File: src/design/assert_macros.svh
// Assertion macros shared by the delta list timer queue RTL.
`ifndef ASSERT_MACROS_SVH
`define ASSERT_MACROS_SVH

// Condition must hold at every clock edge out of reset.
`define DLTQ_ASSERT_ALWAYS(label, clk, rstn, cond, msg) \
    label: assert property (@(posedge clk) disable iff (!rstn) (cond)) else $error(msg);

// Antecedent implies consequent in the same cycle.
`define DLTQ_ASSERT_IMPLY(label, clk, rstn, ante, cons, msg) \
    label: assert property (@(posedge clk) disable iff (!rstn) (ante) |-> (cons)) \
        else $error(msg);

`endif

File: src/design/dltq_pkg.sv
// Shared types and constants of the delta list timer queue.
`default_nettype none
package dltq_pkg;

    localparam int NUM_TIMERS_DEF = 16;
    localparam int TIME_BITS_DEF  = 32;
    localparam int MAX_RESULTS    = 16;
    localparam int CNT_W          = 5;

    localparam logic [2:0] ACT_TICK   = 3'd0;
    localparam logic [2:0] ACT_ARM1   = 3'd1;
    localparam logic [2:0] ACT_ARMC   = 3'd2;
    localparam logic [2:0] ACT_CANCEL = 3'd3;
    localparam logic [2:0] ACT_QUERY  = 3'd4;

    localparam logic [1:0] KIND_EXPIRY  = 2'd0;
    localparam logic [1:0] KIND_REMAIN  = 2'd1;
    localparam logic [1:0] KIND_NOTARM  = 2'd2;
    localparam logic [1:0] KIND_ISARM   = 2'd3;

    localparam logic REG_MIN_DELAY = 1'b0;

    typedef enum logic [2:0] {
        ST_IDLE,
        ST_DEC,
        ST_TCHK,
        ST_CAN,
        ST_INS,
        ST_QRY,
        ST_EMIT
    } state_t;

    typedef struct packed {
        logic shift;
        logic load;
    } cell_ctl_t;

endpackage
`default_nettype wire

File: src/design/dltq_cell.sv
// One cell of the ordered timer chain: holds a valid flag, slot id and delta.
`default_nettype none
module dltq_cell
    import dltq_pkg::*;
#(
    parameter int W = 37
) (
    input  wire logic         aclk,
    input  wire logic         aresetn,
    input  wire cell_ctl_t    ctl,
    input  wire logic [W-1:0] shift_in,
    input  wire logic [W-1:0] load_in,
    output logic      [W-1:0] q
);

    logic [W-1:0] ent_reg;

    always_ff @(posedge aclk) begin
        if (!aresetn) begin
            ent_reg <= '0;
        end else if (ctl.shift) begin
            ent_reg <= shift_in;
        end else if (ctl.load) begin
            ent_reg <= load_in;
        end
    end

    assign q = ent_reg;

endmodule
`default_nettype wire

File: src/design/delta_list_timer_queue_top.sv
// Top level of the delta list timer queue: control sequencer and cell chain.
//
// Armed timers sit in a chain of NUM_TIMERS cells in expiry order, each cell
// holding its delta to the cell before it; the head cell holds ticks to the
// next expiry. Arm, cancel and query are each accepted and then make one pass
// that rotates the whole chain once; a query then gives its result beat. A
// tick decrements the head and checks it, and ends there if nothing expired.
// Otherwise, for every expired timer, it checks the head, makes one pass to
// unlink it, one more pass to re-arm it when continuous, and gives its result
// beat. Errors go straight to their result beat; ignored items end once
// accepted. A result beat waits while the one before it is still held by the
// receiver.
// No reset sweep is needed: the chain clears at reset.
`default_nettype none
module delta_list_timer_queue_top
    import dltq_pkg::*;
#(
    parameter int NUM_TIMERS = NUM_TIMERS_DEF,
    parameter int TIME_BITS  = TIME_BITS_DEF
) (
    input  wire logic        aclk,
    input  wire logic        aresetn,
    input  wire logic        psel,
    input  wire logic        penable,
    input  wire logic        pwrite,
    input  wire logic [2:0]  paddr,
    input  wire logic [31:0] pwdata,
    output logic      [31:0] prdata,
    output logic             pready,
    input  wire logic        s_tvalid,
    output logic             s_tready,
    // action[2:0], timer_id[6:3], delay[38:7], zero pad
    input  wire logic [39:0] s_tdata,
    output logic             m_tvalid,
    input  wire logic        m_tready,
    // kind[1:0], timer_id_res[5:2], remaining[37:6], zero pad
    output logic      [39:0] m_tdata,
    output logic             m_tlast
);

    `include "assert_macros.svh"

    localparam int IDW   = $clog2(NUM_TIMERS);
    localparam int TB    = TIME_BITS;
    localparam int ENT_W = 1 + IDW + TB;
    localparam int EW    = (TB > 32) ? TB : 32;
    localparam int SW    = $clog2(NUM_TIMERS);

    // config
    logic [7:0] min_delay_reg;
    always_ff @(posedge aclk) begin
        if (!aresetn) begin
            min_delay_reg <= '0;
        end else if (psel && penable && pwrite && paddr[2] == REG_MIN_DELAY) begin
            min_delay_reg <= pwdata[7:0];
        end
    end
    assign pready = 1'b1;
    assign prdata = (paddr[2] == REG_MIN_DELAY) ? {24'd0, min_delay_reg} : 32'd0;

    // input fields
    logic [2:0]  in_action;
    logic [3:0]  in_tid;
    logic [31:0] in_delay;
    logic [7:0]  id8;
    logic        id_ok;
    logic [IDW-1:0] in_id;
    assign in_action = s_tdata[2:0];
    assign in_tid    = s_tdata[6:3];
    assign in_delay  = s_tdata[38:7];
    assign id8       = {4'd0, in_tid};
    assign id_ok     = id8 < 8'(NUM_TIMERS);
    assign in_id     = id8[IDW-1:0];

    logic [EW-1:0] de0, de1, de2;
    logic [TB-1:0] eff_delay;
    always_comb begin
        de0 = EW'(in_delay);
        de1 = (de0 < EW'(min_delay_reg)) ? EW'(min_delay_reg) : de0;
        de2 = (de1 < EW'(1)) ? EW'(1) : de1;
        if (de2 > EW'({TB{1'b1}})) begin
            de2 = EW'({TB{1'b1}});
        end
        eff_delay = de2[TB-1:0];
    end

    // chain
    logic [ENT_W-1:0] cell_q [NUM_TIMERS];
    cell_ctl_t        cell_ctl [NUM_TIMERS];
    logic [ENT_W-1:0] tail_in;
    logic [ENT_W-1:0] head_load;
    logic [NUM_TIMERS-1:0] valid_vec;

    genvar g;
    generate
        for (g = 0; g < NUM_TIMERS; g++) begin : g_cell
            logic [ENT_W-1:0] sin;
            if (g == NUM_TIMERS - 1) begin : g_tail
                assign sin = tail_in;
            end else begin : g_mid
                assign sin = cell_q[g+1];
            end
            dltq_cell #(.W(ENT_W)) u_cell (
                .aclk     (aclk),
                .aresetn  (aresetn),
                .ctl      (cell_ctl[g]),
                .shift_in (sin),
                .load_in  (head_load),
                .q        (cell_q[g])
            );
            assign valid_vec[g] = cell_q[g][ENT_W-1];
        end
    endgenerate

    logic           cur_v, nxt_v;
    logic [IDW-1:0] cur_id, nxt_id;
    logic [TB-1:0]  cur_d, nxt_d;
    assign cur_v  = cell_q[0][ENT_W-1];
    assign cur_id = cell_q[0][TB+IDW-1:TB];
    assign cur_d  = cell_q[0][TB-1:0];
    assign nxt_v  = cell_q[1][ENT_W-1];
    assign nxt_id = cell_q[1][TB+IDW-1:TB];
    assign nxt_d  = cell_q[1][TB-1:0];

    // control state
    state_t          state_reg, state_next;
    logic [SW-1:0]   step_reg;
    logic            tick_mode_reg;
    logic            done_reg;
    logic            shmode_reg;
    logic [ENT_W-1:0] hold_reg;
    logic [IDW-1:0]  tok_id_reg;
    logic [TB-1:0]   tok_rem_reg;
    logic [TB-1:0]   sum_reg;
    logic [CNT_W-1:0] cnt_reg;
    logic [1:0]      res_kind_reg;
    logic [NUM_TIMERS-1:0] armed_reg;
    logic [TB-1:0]   reload_reg [NUM_TIMERS];

    logic last_step;
    logic accept;
    logic out_free;
    logic can_match;
    logic ins_here;
    logic head_zero;
    logic tick_more;
    logic emit_last;
    assign last_step = step_reg == SW'(NUM_TIMERS - 1);
    assign accept    = s_tvalid && s_tready;
    assign out_free  = !m_tvalid || m_tready;
    assign can_match = cur_v && cur_id == tok_id_reg;
    assign ins_here  = !hold_reg[ENT_W-1] && !done_reg && (!cur_v || cur_d >= tok_rem_reg);
    assign head_zero = cur_v && cur_d == '0;
    assign tick_more = cnt_reg < CNT_W'(MAX_RESULTS) && head_zero;
    assign emit_last = !tick_mode_reg || cnt_reg + CNT_W'(1) >= CNT_W'(MAX_RESULTS)
                       || !head_zero;

    // pass output into the tail cell
    always_comb begin
        tail_in = cell_q[0];
        case (state_reg)
            ST_INS: begin
                if (hold_reg[ENT_W-1]) begin
                    tail_in = hold_reg;
                end else if (ins_here) begin
                    tail_in = {1'b1, tok_id_reg, tok_rem_reg};
                end
            end
            ST_CAN: begin
                if (shmode_reg || can_match) begin
                    if (last_step) begin
                        tail_in = '0;
                    end else if (!shmode_reg && nxt_v) begin
                        tail_in = {1'b1, nxt_id, nxt_d + cur_d};
                    end else begin
                        tail_in = cell_q[1];
                    end
                end
            end
            default: tail_in = cell_q[0];
        endcase
    end
    assign head_load = {cur_v, cur_id, cur_d - TB'(1)};

    // next state
    always_comb begin
        state_next = state_reg;
        unique case (state_reg)
            ST_IDLE: begin
                if (accept) begin
                    if (in_action == ACT_TICK) begin
                        state_next = ST_DEC;
                    end else if (id_ok && (in_action == ACT_ARM1 || in_action == ACT_ARMC)) begin
                        state_next = armed_reg[in_id] ? ST_EMIT : ST_INS;
                    end else if (id_ok && (in_action == ACT_CANCEL || in_action == ACT_QUERY)) begin
                        if (!armed_reg[in_id]) begin
                            state_next = ST_EMIT;
                        end else begin
                            state_next = (in_action == ACT_CANCEL) ? ST_CAN : ST_QRY;
                        end
                    end
                end
            end
            ST_DEC:  state_next = ST_TCHK;
            ST_TCHK: state_next = tick_more ? ST_CAN : ST_IDLE;
            ST_CAN: begin
                if (last_step) begin
                    if (!tick_mode_reg) begin
                        state_next = ST_IDLE;
                    end else begin
                        state_next = (reload_reg[tok_id_reg] != '0) ? ST_INS : ST_EMIT;
                    end
                end
            end
            ST_INS:  if (last_step) state_next = tick_mode_reg ? ST_EMIT : ST_IDLE;
            ST_QRY:  if (last_step) state_next = ST_EMIT;
            ST_EMIT: begin
                if (out_free) begin
                    state_next = (tick_mode_reg && !emit_last) ? ST_TCHK : ST_IDLE;
                end
            end
            default: state_next = ST_IDLE;
        endcase
    end

    // outputs of the sequencer
    logic chain_shift;
    logic head_dec;
    always_comb begin
        s_tready    = 1'b0;
        chain_shift = 1'b0;
        head_dec    = 1'b0;
        unique case (state_reg)
            ST_IDLE: s_tready = 1'b1;
            ST_DEC:  head_dec = cur_v && cur_d != '0;
            ST_CAN, ST_INS, ST_QRY: chain_shift = 1'b1;
            default: s_tready = 1'b0;
        endcase
    end

    always_comb begin
        for (int i = 0; i < NUM_TIMERS; i++) begin
            cell_ctl[i].shift = chain_shift;
            cell_ctl[i].load  = (i == 0) ? head_dec : 1'b0;
        end
    end

    always_ff @(posedge aclk) begin
        if (!aresetn) begin
            state_reg <= ST_IDLE;
        end else begin
            state_reg <= state_next;
        end
    end

    // datapath registers
    always_ff @(posedge aclk) begin
        if (!aresetn) begin
            armed_reg     <= '0;
            step_reg      <= '0;
            done_reg      <= 1'b0;
            shmode_reg    <= 1'b0;
            hold_reg      <= '0;
            tick_mode_reg <= 1'b0;
            cnt_reg       <= '0;
        end else begin
            if (chain_shift) begin
                step_reg <= last_step ? '0 : step_reg + SW'(1);
            end
            unique case (state_reg)
                ST_IDLE: begin
                    done_reg   <= 1'b0;
                    shmode_reg <= 1'b0;
                    hold_reg   <= '0;
                    step_reg   <= '0;
                    cnt_reg    <= '0;
                    sum_reg    <= '0;
                    tok_id_reg <= in_id;
                    tok_rem_reg <= eff_delay;
                    if (accept) begin
                        tick_mode_reg <= in_action == ACT_TICK;
                        if (in_action == ACT_ARM1 || in_action == ACT_ARMC) begin
                            res_kind_reg <= KIND_ISARM;
                            if (id_ok && !armed_reg[in_id]) begin
                                armed_reg[in_id]  <= 1'b1;
                                reload_reg[in_id] <= (in_action == ACT_ARMC) ? eff_delay : '0;
                            end
                        end else begin
                            res_kind_reg <= (in_action == ACT_QUERY && armed_reg[in_id])
                                            ? KIND_REMAIN : KIND_NOTARM;
                            if (id_ok && in_action == ACT_CANCEL) begin
                                armed_reg[in_id] <= 1'b0;
                            end
                        end
                    end
                end
                ST_TCHK: begin
                    tok_id_reg   <= cur_id;
                    res_kind_reg <= KIND_EXPIRY;
                    shmode_reg   <= 1'b0;
                    done_reg     <= 1'b0;
                    hold_reg     <= '0;
                    if (tick_more) begin
                        armed_reg[cur_id] <= 1'b0;
                    end
                end
                ST_CAN: begin
                    if (can_match) begin
                        shmode_reg <= 1'b1;
                    end
                    if (last_step && tick_mode_reg && reload_reg[tok_id_reg] != '0) begin
                        tok_rem_reg <= reload_reg[tok_id_reg];
                        armed_reg[tok_id_reg] <= 1'b1;
                    end
                end
                ST_INS: begin
                    if (hold_reg[ENT_W-1]) begin
                        hold_reg <= cell_q[0];
                    end else if (ins_here) begin
                        done_reg <= 1'b1;
                        hold_reg <= {cur_v, cur_id, cur_d - tok_rem_reg};
                    end else if (!done_reg) begin
                        tok_rem_reg <= tok_rem_reg - cur_d;
                    end
                end
                ST_QRY: begin
                    if (!done_reg && cur_v) begin
                        sum_reg <= sum_reg + cur_d;
                        if (cur_id == tok_id_reg) begin
                            done_reg <= 1'b1;
                        end
                    end
                end
                ST_EMIT: begin
                    if (out_free) begin
                        cnt_reg <= cnt_reg + CNT_W'(1);
                    end
                end
                default: done_reg <= done_reg;
            endcase
        end
    end

    // result register
    logic [EW-1:0]  sum_ext;
    logic [7:0]     oid8;
    logic           m_tvalid_reg;
    logic [39:0]    m_tdata_reg;
    logic           m_tlast_reg;
    assign sum_ext = EW'(sum_reg);
    assign oid8    = 8'(tok_id_reg);

    always_ff @(posedge aclk) begin
        if (!aresetn) begin
            m_tvalid_reg <= 1'b0;
        end else if (state_reg == ST_EMIT && out_free) begin
            m_tvalid_reg <= 1'b1;
        end else if (m_tready) begin
            m_tvalid_reg <= 1'b0;
        end
    end

    always_ff @(posedge aclk) begin
        if (state_reg == ST_EMIT && out_free) begin
            m_tdata_reg <= {2'b00,
                            (res_kind_reg == KIND_REMAIN) ? sum_ext[31:0] : 32'd0,
                            oid8[3:0], res_kind_reg};
            m_tlast_reg <= emit_last;
        end
    end

    assign m_tvalid = m_tvalid_reg;
    assign m_tdata  = m_tdata_reg;
    assign m_tlast  = m_tlast_reg;

    `DLTQ_ASSERT_IMPLY(a_arm_count, aclk, aresetn, state_reg == ST_IDLE,
        $countones(armed_reg) == $countones(valid_vec), "armed count differs from chain")
    `DLTQ_ASSERT_IMPLY(a_hold_empty, aclk, aresetn, state_reg == ST_IDLE,
        !hold_reg[ENT_W-1], "insert pass left a displaced entry")
    `DLTQ_ASSERT_IMPLY(a_head_armed, aclk, aresetn, state_reg == ST_IDLE && cur_v,
        armed_reg[cur_id], "head cell holds an idle slot")

endmodule
`default_nettype wire
File: config.mk
export PLATFORM = sky130hd
export DESIGN_NAME = delta_list_timer_queue_top
export DESIGN_NICKNAME = d
export VERILOG_FILES = /design/src/design/dltq_pkg.sv /design/src/design/dltq_cell.sv /design/src/design/delta_list_timer_queue_top.sv
export VERILOG_INCLUDE_DIRS = /design/src /design/src/design
export SDC_FILE = /design/constraint.sdc
export NUM_CORES = 2
export LEC_CHECK = 0
export BUFFER_PORTS_ARGS = -buffer_cell sky130_fd_sc_hd__buf_2
export CORE_ASPECT_RATIO = 1.1
export CORE_UTILIZATION = 44
export CTS_BUF_LIST = sky130_fd_sc_hd__clkbuf_16
export CTS_CLUSTER_DIAMETER = 50
export CTS_CLUSTER_SIZE = 25
export DETAILED_ROUTE_END_ITERATION = 16
export HOLD_SLACK_MARGIN = 0.12
export SYNTH_ARGS = -nofsm -noshare
export SYNTH_HDL_FRONTEND = slang
export SYNTH_SLANG_ARGS = --single-unit
File: constraint.sdc
create_clock -name aclk -period 4.75 [get_ports aclk]
set_input_delay 0.95 -clock aclk [delete_from_list [all_inputs] [get_ports aclk]]
set_output_delay 0.95 -clock aclk [all_outputs]
set_load 0.02 [all_outputs]
==> flow_summary.json <==
{
  "fillCellCount": 11650,
  "hold_end": "min_delay_reg[3]",
  "routabilityCongestion": 0.9215,
  "numPortBuffers": 103,
  "drc_errors": 0,
  "routed_wl_mm": 157.3,
  "synth-main-ff-cell": "dfxtp_1",
  "fin_nets": 5859,
  "finalSetupViolCount": 0,
  "synth_seq_cells": 1294,
  "yosys_warnings": 0,
  "clock_sinks": 1294,
  "final_cells": 7424,
  "synth-async-reset-ratio_pct": 0,
  "cts_resized": 0,
  "via_per_inst": 5.637,
  "power_density_nw_per_um2": 552.3,
  "synth_edf_count": 621,
  "reg2reg_depth": 12,
  "h-tree-depth": 4,
  "cts_setup_buffers": 0,
  "syn_area_sq_um": 57310,
  "synth_xor_area_share_pct": 1.925,
  "internal-power_mw": 22.21,
  "peakVddDrop_mv": 0.4646,
  "globalRouteTotalUtil_pct": 23.50,
  "wire_per_inst_microns": 21.19,
  "p_seq_share_pct": 36.0,
  "synth.area.top_cells": "edfxtp_1 (33%), dfxtp_1 (24%), nand2_1 (8.4%)",
  "grt_pass1_wl_mm": 239.5,
  "slew_headroom_pct": 15.09,
  "netSwitchingPower_mw": 13.57,
  "post-route-period-util_pct": 90.72,
  "cts_tree": "built",
  "setup_ws_ps": 440.7,
  "hold_viol": 0,
  "seq_area_sq_um": 32130,
  "die_y_microns": 380.5,
  "cpPeakStageDelay_ps": 540,
  "grt_pass1_vias": 39490,
  "grt_start_max_net_pins": 214,
  "cts_buffer_depth": 3,
  "cts_buffers": 130,
  "min_from": "pwdata[3]",
  "postCtsHoldBufs": 0,
  "clock_latency_ps": 790,
  "synth_top_area_share_pct": 32.54,
  "die_w_microns": 346.1,
  "cts.root.buffer_cell": "clkbuf_16",
  "yosys.area.top_type": "edfxtp_1",
  "synth-simple-area-share_pct": 13.91,
  "switching_share_pct": 37.92,
  "ant_nets": 0,
  "cap_violations": 0,
  "p_leak_nw": 22.50,
  "dpl.cell_count": 7186,
  "dieArea_sq_um": 131700,
  "synth_compound_area_share_pct": 15.34,
  "yosysSeqAreaShare_pct": 56.04,
  "antenna_found_initial": 2,
  "power_frac_comb_pct": 34.2,
  "avgSynthCellArea_sq_um": 10.24,
  "ys_top_cells_by_count": "nand2_1 (1279), a21oi_1 (771), dfxtp_1 (673)",
  "hold_path_class": "in -> reg",
  "cp-end-kind": "flip-flop",
  "ios": 158,
  "drt-initial-drc-count": 3833,
  "grt.overflow.total": 0,
  "path_clk_slew_ps": 70,
  "drive_gt1_share_pct": 12.62,
  "pwr-share-clk_pct": 29.8,
  "status": "complete, no violations",
  "first_pass_iters": 6,
  "critPathSlowestCell": "mux4_2",
  "slew_viol_final": 0,
  "hpwl_mm": 102.1,
  "worstSetupPathType": "reg -> reg",
  "synthCells": 5595,
  "largest_register_ffs": 592,
  "reg2reg_slack_ps": 440,
  "muxShareOfSynthArea_pct": 5.916,
  "start_kind": "flip-flop",
  "start_util_pct": 44.44,
  "holdPathStages": 3,
  "fin_crit_ps": 4309,
  "area_growth_pct": 13.02,
  "multiInputGateArea_sq_um": 23320,
  "vias": 41850,
  "rsz0062_at_grt": "false",
  "yosysMostFrequentCell": "nand2_1",
  "path_cells": "buf_12 -> mux4_2 -> a22o_1 -> a221oi_1 -> nor4b_1 -> buf_4 -> nor4bb_1 -> nand4_2 -> a41o_1 -> o22a_4 -> a21oi_1 -> a311oi_2",
  "fp.coreArea_sq_um": 129000,
  "fin_skew_ps": 57.74,
  "fmax_mhz": 232.1,
  "tightest_slew_ps": 1272,
  "rows": 138,
  "yosysUniqueCellTypes": 95,
  "pre_cts_ws_ps": 511.7,
  "worst_ep_arrival_time_ps": 4900,
  "hold_ws_ps": 403.8,
  "cp.required_ps": 5340,
  "synth_top_family_by_area": "compound AO/OA/AOI/OAI gates",
  "synth_fa_ha_area_share_pct": 3.087,
  "cp_max_fo": 32
}
layout by cell type, fill, tap and decap left out, types with 77 or more instances in the layout:
master / count
ha_1: 135
dfxtp_1: 670
nor2_1: 230
o21ai_0: 172
nand2_1: 1278
mux4_2: 126
edfxtp_1: 621
inv_1: 113
buf_4: 151
buf_2: 103
and2_1: 77
clkbuf_16: 132
a21oi_1: 768
worst max-delay path by stage:
stage                    start                end  cells after the start
floorplan           s_tdata[3]  reload_reg[11][0]                      7
global route         flip-flop          flip-flop                     13
finish               flip-flop          flip-flop                     12
CTS                  flip-flop          flip-flop                     11
global placement     flip-flop          flip-flop                     11
detailed placement   flip-flop          flip-flop                     11
worst max-delay path: cells and delay by family, from the launching register on:
family / cells / cell delay (ps)
AO/OA/AOI/OAI: 6 / 1800
buffers and inverters: 2 / 360
AND/OR/NAND/NOR: 3 / 990
flip-flops: 1 / 370
multiplexers: 1 / 540
routing by layer:
layer,routed length [microns],vias to the layer above,share of wire [%],track usage [%]
met4,7442,2,4.7,11.44
met2,73740,1243,47,37.53
met3,8631,306,5.5,3.398
met1,67490,20270,43,31.35
met5,9,-,0.0057,0
li1,-,20030,-,-
cell families (layout without fill, tap and decap cells):
family                   Yosys count  after routing
AO/OA/AOI/OAI                   1457           1457
XOR/XNOR                         126            126
adder cells (fa/ha/maj)          139            139
buffers and inverters            512            635
flip-flops                      1294           1294
multiplexers                     178            178
other                              2             28
AND/OR/NAND/NOR                 1887           1887
through the flow:
stage / cell area [sq um] / setup TNS (ps) / utilization, % / total power, mW
2_1_floorplan: 57410 / -65360 / - / 21.20
3_3_place_gp: 60300 / 0 / 46.75 / 25.18
3_5_place_dp: 60300 / 0 / 46.75 / 25.22
4_1_cts: 64770 / 0 / 50.22 / 35.90
5_1_grt: 64770 / 0 / 50.22 / 37.45
6_report: 64780 / 0 / 50.22 / 35.78
power groups by stage:
stage               logic [mW]  clock network, mW  registers, mW
global route              13.2               11.3           12.9
floorplan                 8.26                  0           12.9
finish                    12.2               10.7           12.9
detailed placement        12.1                  0           13.1
global placement          12.1                  0           13.1
CTS                       12.2               10.9           12.9
cell type report:
cell class | count | area share (%)
multi-input cells | 3814 | 36.00
repair buffers | 288 | 3.597
diodes | 1 | 0.003863
flip-flops and latches | 1294 | 49.60
clock buffers | 132 | 5.099
inverters | 110 | 0.6490
well taps | 1680 | 3.245
clock inverters | 105 | 1.806
Note: power is estimated with default switching activity, not from simulation.
